[src/rtl/assert_macros.svh]
// ---------------------------------------------------------------------------
// Assertion macros
// Shared concurrent assertion wrappers with clock and active-low reset.
// ---------------------------------------------------------------------------
`ifndef ASSERT_MACROS_SVH
`define ASSERT_MACROS_SVH

// Check that an implication holds on every clock edge outside reset
`define CHECK_IMPLY(label, clk, rst_n, ante, cons, msg) \
    label: assert property (@(posedge clk) disable iff (!rst_n) (ante) |-> (cons)) \
        else $error(msg);

// Check that a condition holds on every clock edge outside reset
`define CHECK_ALWAYS(label, clk, rst_n, cond, msg) \
    label: assert property (@(posedge clk) disable iff (!rst_n) (cond)) \
        else $error(msg);

`endif

[src/rtl/frms_pkg.sv]
// ---------------------------------------------------------------------------
// frms_pkg
// Widths and constants for the frame RMS and peak level meter.
// ---------------------------------------------------------------------------
`default_nettype none

package frms_pkg;

    // Audio sample width
    localparam int SAMPLE_W = 16;

    // Default frame bound in samples
    localparam int MAX_FRAME_SAMPLES_DEF = 1024;

    // Width of one squared sample
    localparam int SQ_W = 2 * SAMPLE_W;

    // Width of the shared subtract unit
    localparam int OP_W = 32;

    // First bit weight of the digit-by-digit square root
    localparam logic [OP_W-1:0] ROOT_START = 32'h4000_0000;

    // Master-side tdata width: five fields rounded up to whole bytes
    localparam int M_TDATA_W = 72;

endpackage

`default_nettype wire

[src/rtl/frame_rms_peak_meter.sv]
// ---------------------------------------------------------------------------
// frame_rms_peak_meter
// Passes mono samples out as stereo and reports RMS and peak per frame.
// ---------------------------------------------------------------------------
// Usage:
//   Slave side (s_tvalid/s_tready/s_tdata/s_tlast) takes one signed sample a
//   transaction; s_tlast marks the last sample of a frame. Master side
//   (m_tvalid/m_tready/m_tdata/m_tuser) returns one result per sample: the
//   sample copied to both channels and, on a frame end with report_levels
//   set, the RMS and peak levels (m_tuser high). The cfg channel writes
//   report_levels; write it only while the block is idle.
//   Each accepted sample passes the sequencer's square and accumulate steps
//   and then its final step, which loads the output register; a reporting
//   frame end inserts the bit-serial divide and square root on the shared
//   subtractor before the final step. The sequencer takes no new sample
//   until it is back in idle, so samples are handled one at a time.
//   The output register holds a result while the receiver stalls; the
//   next sample is accepted meanwhile, and the sequencer waits at its
//   final step until the output register is free.
//   Reset clears the accumulators, the output register and report_levels.
// ---------------------------------------------------------------------------
`default_nettype none
`include "assert_macros.svh"

module frame_rms_peak_meter
    import frms_pkg::*;
#(
    parameter int MAX_FRAME_SAMPLES = MAX_FRAME_SAMPLES_DEF
)
(
    input  wire logic                  clk,
    input  wire logic                  rst_n,
    // cfg_data: report_levels [0]
    input  wire logic                  cfg_valid,
    output logic                       cfg_ready,
    input  wire logic [0:0]            cfg_data,
    // s_tdata: pcm_sample [15:0]
    input  wire logic                  s_tvalid,
    output logic                       s_tready,
    input  wire logic [SAMPLE_W-1:0]   s_tdata,
    input  wire logic                  s_tlast,
    // m_tdata: left_out [15:0], right_out [31:16], rms_level [47:32],
    //          peak_level [63:48], frame_overrun [64], zero pad [71:65]
    output logic                       m_tvalid,
    input  wire logic                  m_tready,
    output logic [M_TDATA_W-1:0]       m_tdata,
    // m_tuser: level_valid [0]
    output logic                       m_tuser
);

    localparam int COUNT_W = $clog2(MAX_FRAME_SAMPLES + 1);
    localparam int SUM_W   = SQ_W - 2 + COUNT_W;
    localparam int ITER_W  = $clog2(SUM_W);
    localparam int REM_W   = COUNT_W + 1;

    typedef enum logic [2:0] {
        ST_IDLE,
        ST_SQUARE,
        ST_ACCUM,
        ST_DIV,
        ST_SQRT,
        ST_DONE
    } state_t;

    state_t                 state_reg;
    logic                   report_reg;
    logic [SAMPLE_W-1:0]    sample_reg;
    logic                   last_reg;
    logic [SAMPLE_W-1:0]    mag_reg;
    logic [SQ_W-1:0]        sq_reg;
    logic [SUM_W-1:0]       sum_reg;
    logic [SAMPLE_W-1:0]    peak_reg;
    logic [COUNT_W-1:0]     count_reg;
    logic                   ovr_reg;
    logic                   do_report_reg;
    logic [SAMPLE_W-1:0]    peak_hold_reg;
    logic                   ovr_hold_reg;
    logic [COUNT_W-1:0]     den_reg;
    logic [REM_W-1:0]       rem_reg;
    logic [SUM_W-1:0]       div_reg;
    logic [ITER_W-1:0]      iter_reg;
    logic [OP_W-1:0]        v_reg;
    logic [OP_W-1:0]        res_reg;
    logic [OP_W-1:0]        bit_reg;
    logic                   out_valid_reg;
    logic [SAMPLE_W-1:0]    out_sample_reg;
    logic                   out_level_valid_reg;
    logic [SAMPLE_W-1:0]    out_rms_reg;
    logic [SAMPLE_W-1:0]    out_peak_reg;
    logic                   out_ovr_reg;

    logic [SAMPLE_W-1:0]    in_mag;
    logic                   measure;
    logic [SUM_W-1:0]       acc_sum;
    logic [SAMPLE_W-1:0]    acc_peak;
    logic [COUNT_W-1:0]     acc_count;
    logic                   acc_report;
    logic [REM_W-1:0]       rem_shift;
    logic [OP_W-1:0]        op_a;
    logic [OP_W-1:0]        op_b;
    logic [OP_W:0]          op_diff;
    logic                   op_ge;
    logic [SUM_W-1:0]       div_shift;
    logic [OP_W-1:0]        res_step;
    logic                   out_free;

    // Take the magnitude of the incoming sample; the most negative maps to 0x8000
    assign in_mag = s_tdata[SAMPLE_W-1] ? (~s_tdata + SAMPLE_W'(1)) : s_tdata;

    // Measure only while the frame is below its bound
    assign measure   = (count_reg < COUNT_W'(MAX_FRAME_SAMPLES));
    assign acc_sum   = sum_reg + SUM_W'(sq_reg);
    assign acc_peak  = (mag_reg > peak_reg) ? mag_reg : peak_reg;
    assign acc_count = count_reg + COUNT_W'(1);
    assign acc_report = report_reg && last_reg && (measure || (count_reg != '0));

    // Shared subtract unit: divide remainder trial or root trial
    assign rem_shift = {rem_reg[COUNT_W-1:0], div_reg[SUM_W-1]};
    always_comb
    begin
        if (state_reg == ST_SQRT)
        begin
            op_a = v_reg;
            op_b = res_reg + bit_reg;
        end
        else
        begin
            op_a = OP_W'(rem_shift);
            op_b = OP_W'(den_reg);
        end
    end
    assign op_diff = {1'b0, op_a} - {1'b0, op_b};
    assign op_ge   = ~op_diff[OP_W];

    // Quotient bits shift in from the bottom as dividend bits leave the top
    assign div_shift = {div_reg[SUM_W-2:0], op_ge};
    assign res_step  = op_ge ? ((res_reg >> 1) + bit_reg) : (res_reg >> 1);

    assign out_free = !out_valid_reg || m_tready;

    // Sequencer, datapath and output register
    always_ff @(posedge clk or negedge rst_n)
    begin
        if (!rst_n)
        begin
            state_reg           <= ST_IDLE;
            report_reg          <= 1'b0;
            sample_reg          <= '0;
            last_reg            <= 1'b0;
            mag_reg             <= '0;
            sq_reg              <= '0;
            sum_reg             <= '0;
            peak_reg            <= '0;
            count_reg           <= '0;
            ovr_reg             <= 1'b0;
            do_report_reg       <= 1'b0;
            peak_hold_reg       <= '0;
            ovr_hold_reg        <= 1'b0;
            den_reg             <= '0;
            rem_reg             <= '0;
            div_reg             <= '0;
            iter_reg            <= '0;
            v_reg               <= '0;
            res_reg             <= '0;
            bit_reg             <= '0;
            out_valid_reg       <= 1'b0;
            out_sample_reg      <= '0;
            out_level_valid_reg <= 1'b0;
            out_rms_reg         <= '0;
            out_peak_reg        <= '0;
            out_ovr_reg         <= 1'b0;
        end
        else
        begin
            // Write the configuration register
            if (cfg_valid)
            begin
                report_reg <= cfg_data[0];
            end

            // Drop the result once the receiver takes it; the final step reloads it
            if (out_valid_reg && m_tready && (state_reg != ST_DONE))
            begin
                out_valid_reg <= 1'b0;
            end

            unique case (state_reg)
                ST_IDLE:
                begin
                    if (s_tvalid)
                    begin
                        sample_reg <= s_tdata;
                        last_reg   <= s_tlast;
                        mag_reg    <= in_mag;
                        state_reg  <= ST_SQUARE;
                    end
                end

                ST_SQUARE:
                begin
                    sq_reg    <= mag_reg * mag_reg;
                    state_reg <= ST_ACCUM;
                end

                ST_ACCUM:
                begin
                    if (last_reg)
                    begin
                        // Hand the frame totals to the report path, clear for the next frame
                        do_report_reg <= acc_report;
                        peak_hold_reg <= measure ? acc_peak : peak_reg;
                        ovr_hold_reg  <= ovr_reg || !measure;
                        den_reg       <= measure ? acc_count : count_reg;
                        div_reg       <= measure ? acc_sum : sum_reg;
                        rem_reg       <= '0;
                        iter_reg      <= ITER_W'(SUM_W - 1);
                        sum_reg       <= '0;
                        peak_reg      <= '0;
                        count_reg     <= '0;
                        ovr_reg       <= 1'b0;
                        state_reg     <= acc_report ? ST_DIV : ST_DONE;
                    end
                    else
                    begin
                        do_report_reg <= 1'b0;
                        ovr_hold_reg  <= 1'b0;
                        if (measure)
                        begin
                            sum_reg   <= acc_sum;
                            peak_reg  <= acc_peak;
                            count_reg <= acc_count;
                        end
                        else
                        begin
                            ovr_reg <= 1'b1;
                        end
                        state_reg <= ST_DONE;
                    end
                end

                ST_DIV:
                begin
                    // One restoring divide step per cycle
                    rem_reg  <= op_ge ? op_diff[REM_W-1:0] : rem_shift;
                    div_reg  <= div_shift;
                    iter_reg <= iter_reg - ITER_W'(1);
                    if (iter_reg == '0)
                    begin
                        v_reg     <= OP_W'(div_shift);
                        res_reg   <= '0;
                        bit_reg   <= ROOT_START;
                        state_reg <= ST_SQRT;
                    end
                end

                ST_SQRT:
                begin
                    // One root digit per cycle
                    if (op_ge)
                    begin
                        v_reg <= op_diff[OP_W-1:0];
                    end
                    res_reg <= res_step;
                    bit_reg <= bit_reg >> 2;
                    if (bit_reg[0])
                    begin
                        state_reg <= ST_DONE;
                    end
                end

                ST_DONE:
                begin
                    // Load the output register once it is free
                    if (out_free)
                    begin
                        out_valid_reg       <= 1'b1;
                        out_sample_reg      <= sample_reg;
                        out_level_valid_reg <= do_report_reg;
                        out_rms_reg         <= do_report_reg ? res_reg[SAMPLE_W-1:0] : '0;
                        out_peak_reg        <= do_report_reg ? peak_hold_reg : '0;
                        out_ovr_reg         <= ovr_hold_reg;
                        state_reg           <= ST_IDLE;
                    end
                end

                default:
                begin
                    state_reg <= ST_IDLE;
                end
            endcase
        end
    end

    assign cfg_ready = 1'b1;
    assign s_tready  = (state_reg == ST_IDLE);
    assign m_tvalid  = out_valid_reg;
    assign m_tuser   = out_level_valid_reg;
    assign m_tdata   = {7'b0, out_ovr_reg, out_peak_reg, out_rms_reg,
                        out_sample_reg, out_sample_reg};

    // The RMS level of a frame never exceeds its peak
    `CHECK_IMPLY(a_rms_le_peak, clk, rst_n, m_tvalid && m_tuser, out_rms_reg <= out_peak_reg, "rms above peak")

    // Level fields stay zero when no report is carried
    `CHECK_IMPLY(a_levels_zero, clk, rst_n, m_tvalid && !m_tuser, (out_rms_reg == '0) && (out_peak_reg == '0), "levels without report")

    // The frame count stays within its bound, and overrun only at the bound
    `CHECK_ALWAYS(a_count_bound, clk, rst_n, (count_reg <= COUNT_W'(MAX_FRAME_SAMPLES)) && (!ovr_reg || (count_reg == COUNT_W'(MAX_FRAME_SAMPLES))), "frame count out of bound")

endmodule

`default_nettype wire

[config.mk]
export PLATFORM = sky130hd
export DESIGN_NAME = frame_rms_peak_meter
export DESIGN_NICKNAME = d
export VERILOG_FILES = /design/src/rtl/frms_pkg.sv /design/src/rtl/frame_rms_peak_meter.sv
export VERILOG_INCLUDE_DIRS = /design/src /design/src/rtl
export SDC_FILE = /design/constraint.sdc
export NUM_CORES = 1
export LEC_CHECK = 0
export ABC_CLOCK_PERIOD_IN_PS = 6600
export BUFFER_PORTS_ARGS = -buffer_cell sky130_fd_sc_hd__clkbuf_2
export CAP_MARGIN = 20
export CORE_MARGIN = 1
export CORE_UTILIZATION = 56
export DETAILED_ROUTE_END_ITERATION = 7
export PLACE_DENSITY = 0.76
export REMOVE_ABC_BUFFERS = 1
export SYNTH_ARGS = -nofsm -noshare
export SYNTH_HDL_FRONTEND = slang
export SYNTH_SLANG_ARGS = --single-unit
[constraint.sdc]
create_clock -name clk -period 6.6 [get_ports clk]
set_input_delay 0.33 -clock clk [delete_from_list [all_inputs] [get_ports clk]]
set_output_delay 0.33 -clock clk [all_outputs]
set_load 0.01 [all_outputs]
======== Word level (Yosys, flattened, before mapping) ========
Cells that the tools add are included.
storage, ports and cells
  register bits after elaboration ......... 372
  input bits .............................. 23
  word-level logic and storage cells ...... 114
operators by class
  $add $sub $neg .......................... 7
  multiply operators ...................... 1
  $lt $le $gt $ge ......................... 2
  equality and inequality tests ........... 13
  mux-type cells .......................... 41
  bitwise logic cells ..................... 2
  reductions and logical operators ........ 22
operators with widths
  kind                                                              number
  32-bit 2-to-1 mux                                                 7
  32-bit one-hot mux with 2 select lines                            3
  41-bit 2-to-1 mux                                                 3
  16-bit 2-to-1 mux                                                 6
  41-bit one-hot mux with 2 select lines                            1
  11-bit 2-to-1 mux                                                 4
  41-bit by 32-bit adder with 41-bit output                         1
  32-bit by 32-bit subtractor with 33-bit output                    1
  31-bit by 32-bit adder with 32-bit output                         1
  32-bit adder                                                      1
  16-bit by 16-bit multiplier with 32-bit output                    1
  11-bit one-hot mux with 2 select lines                            1
  3-bit 2-to-1 mux                                                  6
  3-bit one-hot mux with 6 select lines                             1
  16-bit by 1-bit adder with 16-bit output (second input constant)  1
  16-bit greater-than comparator                                    1
  16-bit inverter                                                   1
  2-bit inequality test (second input constant)                     7
  6-bit one-hot mux with 2 select lines                             1
  2-bit AND reduction                                               6
  11-bit by 1-bit adder with 11-bit output (second input constant)  1
  11-bit < comparator (second input constant)                       1
  11-bit nonzero test                                               1
  1-bit 2-to-1 mux                                                  7
  other kinds (15)                                                  24

======== Longest topological paths before layout ========
Gate-level depths: netlist of run 1.
  depth in word-level cells ............... 6
  mapped depth ............................ 25
  gate-level depth less buffers ........... 23

======== Least setup slack after synthesis of run 1 ========
No wires, ideal clock.
  path kind ............................... register to register
  start ................................... reg mag_reg[6]
  end ..................................... reg sq_reg[26]
  library setup time ...................... 0.083 ns
  data arrival time ....................... 6.235 ns
  data required time ...................... 6.517 ns
  path slack .............................. 0.282 ns
  stages on the path, launching flop included .. 22
  buffers on the path ..................... 2
  cell sequence ........................... dfrtp_1 -> clkbuf_1 -> clkbuf_1 -> nand2_1 -> fa_1 -> fa_1 -> inv_1 -> fa_1 -> fa_1 -> fa_1 -> inv_1 -> fa_1 -> inv_1 -> ha_1 -> or4_1 -> o21ai_0 -> o32ai_1 -> o41ai_1 -> nor2_1 -> or2_2 -> xnor2_1 -> o21ai_0
between the ends
  longest elaborated chain between the ends .. 1
RTL lines
  what                                            RTL line                     RTL
  start, declared                                 frame_rms_peak_meter.sv:69   logic [SAMPLE_W-1:0] mag_reg;
  start signal, assigned                          frame_rms_peak_meter.sv:194  mag_reg <= in_mag;
  16-bit by 16-bit multiplier with 32-bit output  frame_rms_peak_meter.sv:201  sq_reg <= mag_reg * mag_reg;
  end signal, assigned                            frame_rms_peak_meter.sv:201
  end, declared                                   frame_rms_peak_meter.sv:70   logic [SQ_W-1:0] sq_reg;
No other way between the ends.
A chain may end at the register's enable or synchronous reset.

======== Worst setup path in the final report of run 1 ========
  start ................................... reg mag_reg[3]
  end ..................................... reg sq_reg[31]
The elaborated chain is that of the path after synthesis.

==> results.py, run 1 <==
metrics = {
    "global_routing": {
        "grt_max_degree": 167,
        "first_global_vias": 24100,
        "global_route.usage.total": 0.279,
        "grt_overflow": 0,
        "antenna_found_initial": 0,
        "grt_first_pass_wirelength_um": 121000,
    },
    "setup_path": {
        "worstPathArrival_ps": 6920,
        "start_to_end_type_of_the_worst_setup_path": "reg2reg",
        "worst_setup_start_kind": "flop",
        "most_common_cell_on_crit_path": "sky130_fd_sc_hd__fa_1",
        "worst-endpoint-required_ps": 7070,
        "critical_path.n_buffers_inverters": 5,
        "cpMaxStageDelayCell": "sky130_fd_sc_hd__fa_1",
        "cpLargestDelayFamily": "adder cells",
        "crit_chain": "and2_1 -> fa_1 -> inv_1 -> fa_1 -> inv_1 -> fa_1 -> fa_1 -> fa_1 -> inv_1 -> fa_1 -> inv_1 -> ha_4 -> o21a_1 -> o2111ai_1 -> a31oi_1 -> o21a_1 -> o41ai_1 -> buf_4 -> o31a_1 -> o21a_1 -> or4_1 -> o311ai_0",
        "worst_setup_path_end_kind": "flop",
        "cp_slowest_stage_delay_ps": 540,
        "path_max_fanout": 6,
    },
    "clock_tree": {
        "cts_num_sinks": 354,
        "clockRootBuffer": "sky130_fd_sc_hd__clkbuf_16",
        "cts.reportedPaths.clkPinSlew_ps": 60,
        "numCtsBuffers": 40,
        "clock_tree_from_tritoncts": "yes",
        "clkLatencyLatePin_ps": 590,
        "ctsLongestPathBuffers": 3,
        "cts.htree.levels": 2,
    },
    "sta": {
        "final_number_of_max_transition_violations": 0,
        "skew_ps": 27.8,
        "slew-limit-headroom": 0.301,
        "setup_viol": 0,
        "final_number_of_hold_violating_endpoints": 0,
        "tightestPinTransition_ps": 1050,
        "fin_crit_ps": 6450,
        "setup-tns-final_ps": 0,
        "fmaxAchievable_mhz": 155,
        "finalCritPeriodShare": 0.977,
        "rsz0062_at_grt": "yes",
    },
    "logic_synthesis": {
        "postSynthRegisterBits": 354,
        "synth-seq-area-share": 0.306,
        "synth.lib_cells_used.distinct": 84,
        "synth-edff-count": 0,
        "ys.warnings.count": 0,
        "top_reg_cell_synth": "sky130_fd_sc_hd__dfrtp_1",
        "post_synth_instance_area_mm2": 0.0290,
        "syn-instance-count": 3319,
        "syn_area_per_cell_um2": 8.73,
        "synth_async_sr_flop_share": 1.00,
    },
    "worst_hold_path": {
        "worstHoldPathType": "in2reg",
    },
    "drt": {
        "drtAntennaViolNets": 0,
        "drc": 0,
        "wire_per_inst_um": 17.9,
        "first_pass_iters": 5,
        "vias_after_detailed_routing": 23600,
        "routed_wirelength_um": 72400,
        "drt_first_iter_violations": 1464,
        "vias_per_cell": 5.83,
    },
    "cells_and_area": {
        "utilization": 0.624,
        "final_layout_size_suffix_gt1_frac": 0.103,
        "insertedDiodeCount": 0,
        "syn_to_final_growth_pct": 8.90,
        "fin_nets": 3741,
    },
    "placed_design": {
        "hpwlAfterDp_um": 54300,
        "portBuffers": 90,
        "globalplace.congestion": 0.912,
    },
    "flow_run": {
        "max_cap_viol_count": 0,
    },
    "floorplan": {
        "die-height_um": 229,
        "number_of_ports_placed_on_the_die_boundary": 99,
        "num_rows": 82,
        "core_mm2": 0.0506,
        "die_area_mm2": 0.0527,
        "initial_core_util": 0.573,
        "floorplan.die.width_um": 229,
    },
    "status": {
        "outcome": "completed",
    },
}
-- cells in the mapped netlist (50+ instances only) --
library cell / count / area (µm²)
sky130_fd_sc_hd__a21o_1: 57 / 428
sky130_fd_sc_hd__a21oi_1: 153 / 766
sky130_fd_sc_hd__a31oi_1: 60 / 375
sky130_fd_sc_hd__clkbuf_1: 150 / 563
sky130_fd_sc_hd__dfrtp_1: 354 / 8860
sky130_fd_sc_hd__fa_1: 163 / 3260
sky130_fd_sc_hd__ha_1: 221 / 2770
sky130_fd_sc_hd__inv_1: 306 / 1150
sky130_fd_sc_hd__mux2_2: 54 / 608
sky130_fd_sc_hd__mux2i_1: 50 / 500
sky130_fd_sc_hd__nand2_1: 498 / 1870
sky130_fd_sc_hd__nand3_1: 53 / 265
sky130_fd_sc_hd__nor2_1: 187 / 702
sky130_fd_sc_hd__o21ai_0: 315 / 1580
sky130_fd_sc_hd__xnor2_1: 100 / 876
sky130_fd_sc_hd__xor2_1: 75 / 657
-- cell families (layout without fill, tap and decap cells) --
| kind of cell | after synthesis | in the layout | share of synthesized area |
|---|---|---|---|
| buffers and inverters | 503 | 544 | 0.0703 |
| multiplexers | 105 | 105 | 0.0388 |
| AND/OR/NAND/NOR | 966 | 966 | 0.148 |
| other | 2 | 8 | 0.000259 |
| XOR/XNOR | 175 | 175 | 0.0529 |
| adder cells (fa/ha/maj) | 384 | 384 | 0.208 |
| flip-flops | 354 | 354 | 0.306 |
| AO/OA/AOI/OAI | 830 | 830 | 0.176 |
-- stage by stage --
stage,hold slack (ps),instance area (µm²),setup WS (ps),std cells
6_report,35.3,31600,149,4038
5_1_grt,26.5,31600,-13.6,4038
4_1_cts,0.906,31500,8.65,4031
3_5_place_dp,254,30000,36.4,3954
3_3_place_gp,249,30000,208,3953
2_1_floorplan,34.4,28100,-494,3129
-- cells in the final DEF, fill, tap and decap left out, types with 60 or more instances in the layout --
cell and instances:
sky130_fd_sc_hd__nand2_1 494, sky130_fd_sc_hd__dfrtp_1 343, sky130_fd_sc_hd__a21oi_1 153, sky130_fd_sc_hd__xor2_1 75, sky130_fd_sc_hd__a31oi_1 60, sky130_fd_sc_hd__o21ai_0 314, sky130_fd_sc_hd__xnor2_1 100, sky130_fd_sc_hd__fa_1 162
sky130_fd_sc_hd__clkbuf_2 89, sky130_fd_sc_hd__nor2_1 185, sky130_fd_sc_hd__ha_1 219, sky130_fd_sc_hd__buf_4 67, sky130_fd_sc_hd__inv_1 306
-- worst reg2reg max path, cell delays in order (launching register included) --
cell and delay [ps]:
sky130_fd_sc_hd__dfrtp_2 450, sky130_fd_sc_hd__and2_1 210, sky130_fd_sc_hd__fa_1 530, sky130_fd_sc_hd__inv_1 50, sky130_fd_sc_hd__fa_1 530, sky130_fd_sc_hd__inv_1 60, sky130_fd_sc_hd__fa_1 520, sky130_fd_sc_hd__fa_1 450
sky130_fd_sc_hd__fa_1 540, sky130_fd_sc_hd__inv_1 50, sky130_fd_sc_hd__fa_1 520, sky130_fd_sc_hd__inv_1 70, sky130_fd_sc_hd__ha_4 290, sky130_fd_sc_hd__o21a_1 130, sky130_fd_sc_hd__o2111ai_1 110, sky130_fd_sc_hd__a31oi_1 290
sky130_fd_sc_hd__o21a_1 200, sky130_fd_sc_hd__o41ai_1 70, sky130_fd_sc_hd__buf_4 150, sky130_fd_sc_hd__o31a_1 300, sky130_fd_sc_hd__o21a_1 230, sky130_fd_sc_hd__or4_1 450, sky130_fd_sc_hd__o311ai_0 100
-- timing repair --
item	4_1_cts	5_1_grt
endpoints found under the hold margin	45	0
endpoints found under the setup margin	0	7
gates resized for setup	0	20
hold buffers	3	0
setup buffers	0	7
-- area by class of cell --
cell class                      instances  area, µm²
Tap cell                              672        841
Fill cell                            4224      19000
Inverter                              307       1150
Clock buffer                           52       1110
Clock inverter                         22        369
Sequential cell                       354       8870
Multi-Input combinational cell       2468      18200
Timing Repair Buffer                  163       1040
-- worst paths after layout --
| kind | slack [ps] | endpoint | from | cells past startpoint |
|---|---|---|---|---|
| worst min-delay path | 40 | sample_reg[8] | s_tdata[8] | 2 |
| worst max-delay path | 150 | sq_reg[31] | mag_reg[3] | 22 |
| min in group asynchronous | 220 | out_rms_reg[1] | rst_n | 2 |
| worst max register to register | 150 | sq_reg[31] | mag_reg[3] | 22 |
| max in group asynchronous | 4960 | mag_reg[10] | rst_n | 3 |
| worst min register to register | 470 | v_reg[15] | v_reg[15] | 2 |
-- per-layer routing --
layer	part of all wire	global-route usage	up-vias
met5	0	0	-
met3	0.038	0.0289	144
li1	-	-	11300
met4	0.034	0.109	0
met1	0.42	0.346	11500
met2	0.50	0.498	566
Power of run 1 is not shown: default switching activity piles up to over one toggle a cycle in this logic, so the estimate is an artifact.
==> run 2: changes to the inputs <==
==> constraint.sdc (replaced) <==
create_clock -name clk -period 6.6 [get_ports clk]
set_input_delay 0.66 -clock clk [delete_from_list [all_inputs] [get_ports clk]]
set_output_delay 0.66 -clock clk [all_outputs]
set_load 0.01 [all_outputs]
==> run 2 against run 1 <==
  * Clock skew grew 3.5 ps
  * Hold slack improved by 50 ps
  * Sequential share of layout area grew 0.10 points
  * Sequential cell count did not move
  * Largest cell class unchanged
  * Setup slack worse by 8.8 ps
  * Global-route usage rose by 0.21 points
  * First-iteration DRC count increased by 12%
  * Final cell count fell by 0.17%
  * Critical path type unchanged
  * Die area stayed put
==> results.py, run 2 (synthesis results as in run 1) <==
metrics = {
    "cells_and_area": {
        "filler_cell_count": 4268,
        "fin_nets": 3736,
        "final_cell_count_no_fill": 4031,
        "final_layout_size_suffix_gt1_frac": 0.101,
        "insertedDiodeCount": 0,
        "syn_to_final_growth_pct": 8.53,
        "layout_commonest_cell": "sky130_fd_sc_hd__nand2_1",
        "highest_count_cells_in_the_layout_ignoring_fill_and_taps": "sky130_fd_sc_hd__nand2_1 (494), sky130_fd_sc_hd__dfrtp_1 (342), sky130_fd_sc_hd__o21ai_0 (315)",
        "utilization": 0.622,
    },
    "drt": {
        "drtAntennaViolNets": 0,
        "first_pass_iters": 5,
        "vias_after_detailed_routing": 23500,
        "drc": 0,
        "drt_first_iter_violations": 1637,
        "vias_per_cell": 5.83,
        "wire_per_inst_um": 18.1,
        "routed_wirelength_um": 72800,
    },
    "clock_tree": {
        "clockRootBuffer": "sky130_fd_sc_hd__clkbuf_16",
        "clkLatencyLatePin_ps": 590,
        "cts_num_sinks": 354,
        "cts.reportedPaths.clkPinSlew_ps": 60,
        "ctsLongestPathBuffers": 3,
        "numCtsBuffers": 41,
        "cts_hold_repair.buffers": 0,
        "cts.htree.levels": 2,
        "clock_tree_from_tritoncts": "yes",
    },
    "placed_design": {
        "globalplace.congestion": 0.891,
        "hpwlAfterDp_um": 54700,
        "portBuffers": 90,
        "dpl.cell_count": 3952,
    },
    "worst_hold_path": {
        "worstHoldPathType": "in2async",
    },
    "global_routing": {
        "first_global_vias": 24400,
        "grt_overflow": 0,
        "antenna_found_initial": 0,
        "grt_first_pass_wirelength_um": 121000,
        "grt_max_degree": 121,
        "global_route.usage.total": 0.281,
    },
    "setup_path": {
        "most_common_cell_on_crit_path": "sky130_fd_sc_hd__fa_1",
        "cpLargestDelayFamily": "adder cells",
        "start_to_end_type_of_the_worst_setup_path": "reg2reg",
        "critical_path.n_buffers_inverters": 6,
        "cpMaxStageDelayCell": "sky130_fd_sc_hd__fa_1",
        "cp_slowest_stage_delay_ps": 550,
        "crit_chain": "buf_4 -> inv_1 -> nor2_1 -> ha_1 -> xor2_1 -> fa_1 -> inv_1 -> fa_1 -> fa_1 -> fa_1 -> inv_1 -> fa_1 -> inv_1 -> ha_1 -> o2111ai_1 -> a31oi_1 -> o21a_1 -> o41ai_1 -> buf_4 -> o31a_1 -> o21a_1 -> or4_1 -> o311ai_0",
        "path_max_fanout": 7,
        "worstPathArrival_ps": 6910,
        "worst-endpoint-required_ps": 7050,
        "worst_r2r_path_depth": 23,
        "r2r-start": "mag_reg[3]",
        "worst_setup_start_kind": "flop",
        "worst-r2r-setup-slack_ps": 140,
        "worstReg2RegEnd": "sq_reg[31]",
        "worst_setup_path_end_kind": "flop",
    },
    "flow_run": {
        "max_cap_viol_count": 0,
    },
    "sta": {
        "fmaxAchievable_mhz": 155,
        "final_number_of_hold_violating_endpoints": 0,
        "skew_ps": 31.3,
        "setup_viol": 0,
        "final_number_of_max_transition_violations": 0,
        "setup-tns-final_ps": 0,
        "finalCritPeriodShare": 0.979,
        "tightestPinTransition_ps": 1070,
        "slew-limit-headroom": 0.286,
        "fin_crit_ps": 6460,
    },
    "floorplan": {
        "core_mm2": 0.0506,
        "die-height_um": 229,
        "floorplan.die.width_um": 229,
        "die_area_mm2": 0.0527,
        "num_rows": 82,
        "number_of_ports_placed_on_the_die_boundary": 99,
        "initial_core_util": 0.573,
    },
    "status": {
        "outcome": "completed",
    },
}
[run 2: cell type report]
class / instances / area, µm² / share of cell area
well taps: 672 / 841 / 0.0267
flip-flops and latches: 354 / 8870 / 0.282
multi-input cells: 2468 / 18200 / 0.578
clock inverters: 17 / 221 / 0.00704
inverters: 307 / 1150 / 0.0366
repair buffers: 157 / 1000 / 0.0318
clock buffers: 56 / 1190 / 0.0380
[run 2: repair_timing]
item | CTS | global route
endpoints found under the setup margin | 0 | 7
resized for setup | 0 | 16
endpoints found under the hold margin | 0 | 0
buffers inserted | 0 | 5
[run 2: per-stage QoR]
| step | setup slack (ps) | hold WS, ps | area, µm² |
|---|---|---|---|
| after floorplan | -494 | 364 | 28100 |
| after global placement | 205 | 455 | 29900 |
| after detailed placement | 100 | 465 | 29900 |
| after CTS | 60.7 | 109 | 31300 |
| after global routing | -31.8 | 136 | 31400 |
| final | 140 | 85.4 | 31400 |
[run 2: worst max path at each step]
| stage | startpoint | end | slack (ps) | cells after the start |
|---|---|---|---|---|
| 2_1_floorplan | state_reg[0] | v_reg[10] | -490 | 13 |
| 3_3_place_gp | mag_reg[3] | sq_reg[31] | 200 | 22 |
| 3_5_place_dp | mag_reg[5] | sq_reg[31] | 100 | 23 |
| 4_1_cts | mag_reg[5] | sq_reg[31] | 60 | 23 |
| 5_1_grt | mag_reg[3] | sq_reg[31] | -30 | 23 |
| 6_report | mag_reg[3] | sq_reg[31] | 140 | 23 |
[run 2: routing by layer]
layer	vias to the layer above	GRT usage	wire (µm)
li1	11300	-	-
met1	11500	0.345	30500
met2	551	0.505	37000
met3	145	0.0331	2730
met4	0	0.107	2530
met5	-	0	0
Power of run 2 is left out for the same reason.
==> run 3: changes to the inputs <==
--- a/config.mk
+++ b/config.mk
@@ -10,9 +10,8 @@
 export BUFFER_PORTS_ARGS = -buffer_cell sky130_fd_sc_hd__clkbuf_2
 export CAP_MARGIN = 20
 export CORE_MARGIN = 1
-export CORE_UTILIZATION = 56
+export CORE_UTILIZATION = 40
 export DETAILED_ROUTE_END_ITERATION = 7
-export PLACE_DENSITY = 0.76
 export REMOVE_ABC_BUFFERS = 1
 export SYNTH_ARGS = -nofsm -noshare
 export SYNTH_HDL_FRONTEND = slang
==> run 3 against run 2 <==
  * Sequential share of layout area is 0.46 points lower
  * Via count is 3.4% lower
  * First-iteration DRC count is 14% lower
  * Final cell count is 7.2% higher
  * Routed wire length is 1.6% higher
  * Core utilization is 18 points lower
  * Maximum frequency is 3.3% higher
  * Clock-buffer cell count is 5 higher
  * Sequential cell count stayed put
  * Setup slack better by 200 ps
  * Die area is 40% higher
  * Largest cell class unchanged
==> results.py, run 3 (synthesis results as in run 1) <==
metrics = {
    "floorplan": {
        "die_area_mm2": 0.0735,
        "core_mm2": 0.0716,
        "initial_core_util": 0.405,
        "num_rows": 98,
        "floorplan.die.width_um": 271,
        "number_of_ports_placed_on_the_die_boundary": 99,
        "die-height_um": 271,
    },
    "drt": {
        "drtAntennaViolNets": 0,
        "vias_after_detailed_routing": 22700,
        "wire_per_inst_um": 17.1,
        "vias_per_cell": 5.26,
        "first_pass_iters": 5,
        "drt_first_iter_violations": 1413,
        "routed_wirelength_um": 73900,
        "drc": 0,
    },
    "setup_path": {
        "start_to_end_type_of_the_worst_setup_path": "reg2reg",
        "worst_setup_start_kind": "flop",
        "path_max_fanout": 11,
        "crit_chain": "buf_4 -> nand2_1 -> inv_1 -> fa_1 -> inv_1 -> fa_1 -> inv_1 -> fa_1 -> fa_1 -> fa_1 -> inv_1 -> fa_1 -> inv_1 -> ha_1 -> a21o_1 -> a21o_1 -> a21oi_1 -> o32ai_1 -> o41ai_2 -> nor2_1 -> or2_2 -> xnor2_1 -> o21ai_0",
        "cpMaxStageDelayCell": "sky130_fd_sc_hd__fa_1",
        "worst_setup_path_end_kind": "flop",
        "cp_slowest_stage_delay_ps": 550,
        "worstPathArrival_ps": 6710,
        "worst-endpoint-required_ps": 7050,
        "most_common_cell_on_crit_path": "sky130_fd_sc_hd__fa_1",
        "worst-r2r-setup-slack_ps": 340,
    },
    "global_routing": {
        "grt_overflow": 0,
        "grt_max_degree": 152,
        "first_global_vias": 22600,
        "antenna_found_initial": 1,
        "global_route.usage.total": 0.203,
        "grt_first_pass_wirelength_um": 121000,
    },
    "cells_and_area": {
        "highest_count_cells_in_the_layout_ignoring_fill_and_taps": "sky130_fd_sc_hd__nand2_1 (495), sky130_fd_sc_hd__dfrtp_1 (348), sky130_fd_sc_hd__o21ai_0 (314)",
        "layout_commonest_cell": "sky130_fd_sc_hd__nand2_1",
        "final_layout_size_suffix_gt1_frac": 0.102,
        "fin_nets": 3742,
        "design_area_mm2": 0.0319,
        "insertedDiodeCount": 0,
        "final_cell_count_no_fill": 4321,
        "syn_to_final_growth_pct": 10.2,
        "filler_cell_count": 7103,
    },
    "clock_tree": {
        "cts_num_sinks": 354,
        "clock_tree_from_tritoncts": "yes",
        "cts.htree.levels": 2,
        "cts.reportedPaths.clkPinSlew_ps": 60,
        "ctsLongestPathBuffers": 3,
        "clkLatencyLatePin_ps": 620,
        "clockRootBuffer": "sky130_fd_sc_hd__clkbuf_16",
        "numCtsBuffers": 45,
    },
    "placed_design": {
        "portBuffers": 90,
        "globalplace.congestion": 0.910,
        "dpl.cell_count": 4235,
        "hpwlAfterDp_um": 55600,
        "dpl_cell_area_mm2": 0.0303,
    },
    "sta": {
        "slew-limit-headroom": 0.318,
        "fmaxAchievable_mhz": 160,
        "finalCritPeriodShare": 0.948,
        "final.hold.worst_slack_ps": 273,
        "final_number_of_max_transition_violations": 0,
        "skew_ps": 64.4,
        "setup_viol": 0,
        "rsz0062_at_grt": "no",
        "fin_crit_ps": 6260,
        "tightestPinTransition_ps": 1020,
        "final_number_of_hold_violating_endpoints": 0,
    },
    "status": {
        "outcome": "completed",
    },
    "flow_run": {
        "max_cap_viol_count": 0,
    },
    "worst_hold_path": {
        "worstHoldPathType": "in2reg",
    },
}
==> run 3: cell count changes in the layout (fill, tap and decap cells not counted), moves of 2 or more <==
cell and change:
sky130_fd_sc_hd__dfrtp_2 -6, sky130_fd_sc_hd__o41ai_2 +2, sky130_fd_sc_hd__o41ai_1 -2, sky130_fd_sc_hd__clkinv_2 +3, sky130_fd_sc_hd__clkinvlp_4 -2, sky130_fd_sc_hd__dfrtp_1 +6
sky130_fd_sc_hd__clkbuf_16 +3, sky130_fd_sc_hd__clkinv_16 +2, sky130_fd_sc_hd__clkinv_4 +3
==> run 3: final timing paths <==
| check | end | cells past startpoint | startpoint |
|---|---|---|---|
| max in group asynchronous | iter_reg[1] | 3 | rst_n |
| worst max-delay path | sq_reg[26] | 23 | mag_reg[8] |
| min in group asynchronous | m_tuser | 2 | rst_n |
| worst min-delay path | report_reg | 2 | cfg_data |
| worst min register to register | v_reg[28] | 2 | v_reg[28] |
| worst max register to register | sq_reg[26] | 23 | mag_reg[8] |
==> run 3: final cells by class <==
class / count / area, µm² / share of cell area
clock inverters: 22 / 270 / 0.00846
clock buffers: 61 / 1290 / 0.0403
repair buffers: 159 / 1010 / 0.0316
multi-input cells: 2468 / 18200 / 0.569
flip-flops and latches: 354 / 8870 / 0.278
well taps: 950 / 1190 / 0.0372
inverters: 307 / 1150 / 0.0361
==> run 3: critical path, delay by kind of cell (launching register included) <==
kind	cells	cell delay, ps
simple gates	3	550
fa+ha+maj	7	3310
xor+xnor	1	130
buf+inv	6	490
compound gates	6	1180
flops	1	450
==> run 3: layer usage <==
layer,vias to the layer above,track usage,routed length (µm),part of all wire
met5,-,0,0,0
met4,0,0.0664,2200,0.030
met3,107,0.0206,2670,0.036
met2,382,0.344,34900,0.47
met1,10900,0.270,34200,0.46
li1,11300,-,-,-
==> run 3: metrics by stage <==
| step | utilization | setup WS (ps) | TNS [ps] |
|---|---|---|---|
| after floorplan | - | -494 | -8990 |
| after global placement | 0.424 | 225 | 0 |
| after detailed placement | 0.424 | 168 | 0 |
| after CTS | 0.446 | 174 | 0 |
| after global routing | 0.446 | 27.5 | 0 |
| final | 0.446 | 345 | 0 |
==> run 3: timing repair <==
item                                    CTS  global route
endpoints found under the hold margin    21             0
gates resized for setup                   0             7
buffers inserted                          0             2
endpoints found under the setup margin    0             6
hold buffers                              1             0
Power of run 3 is left out for the same reason.
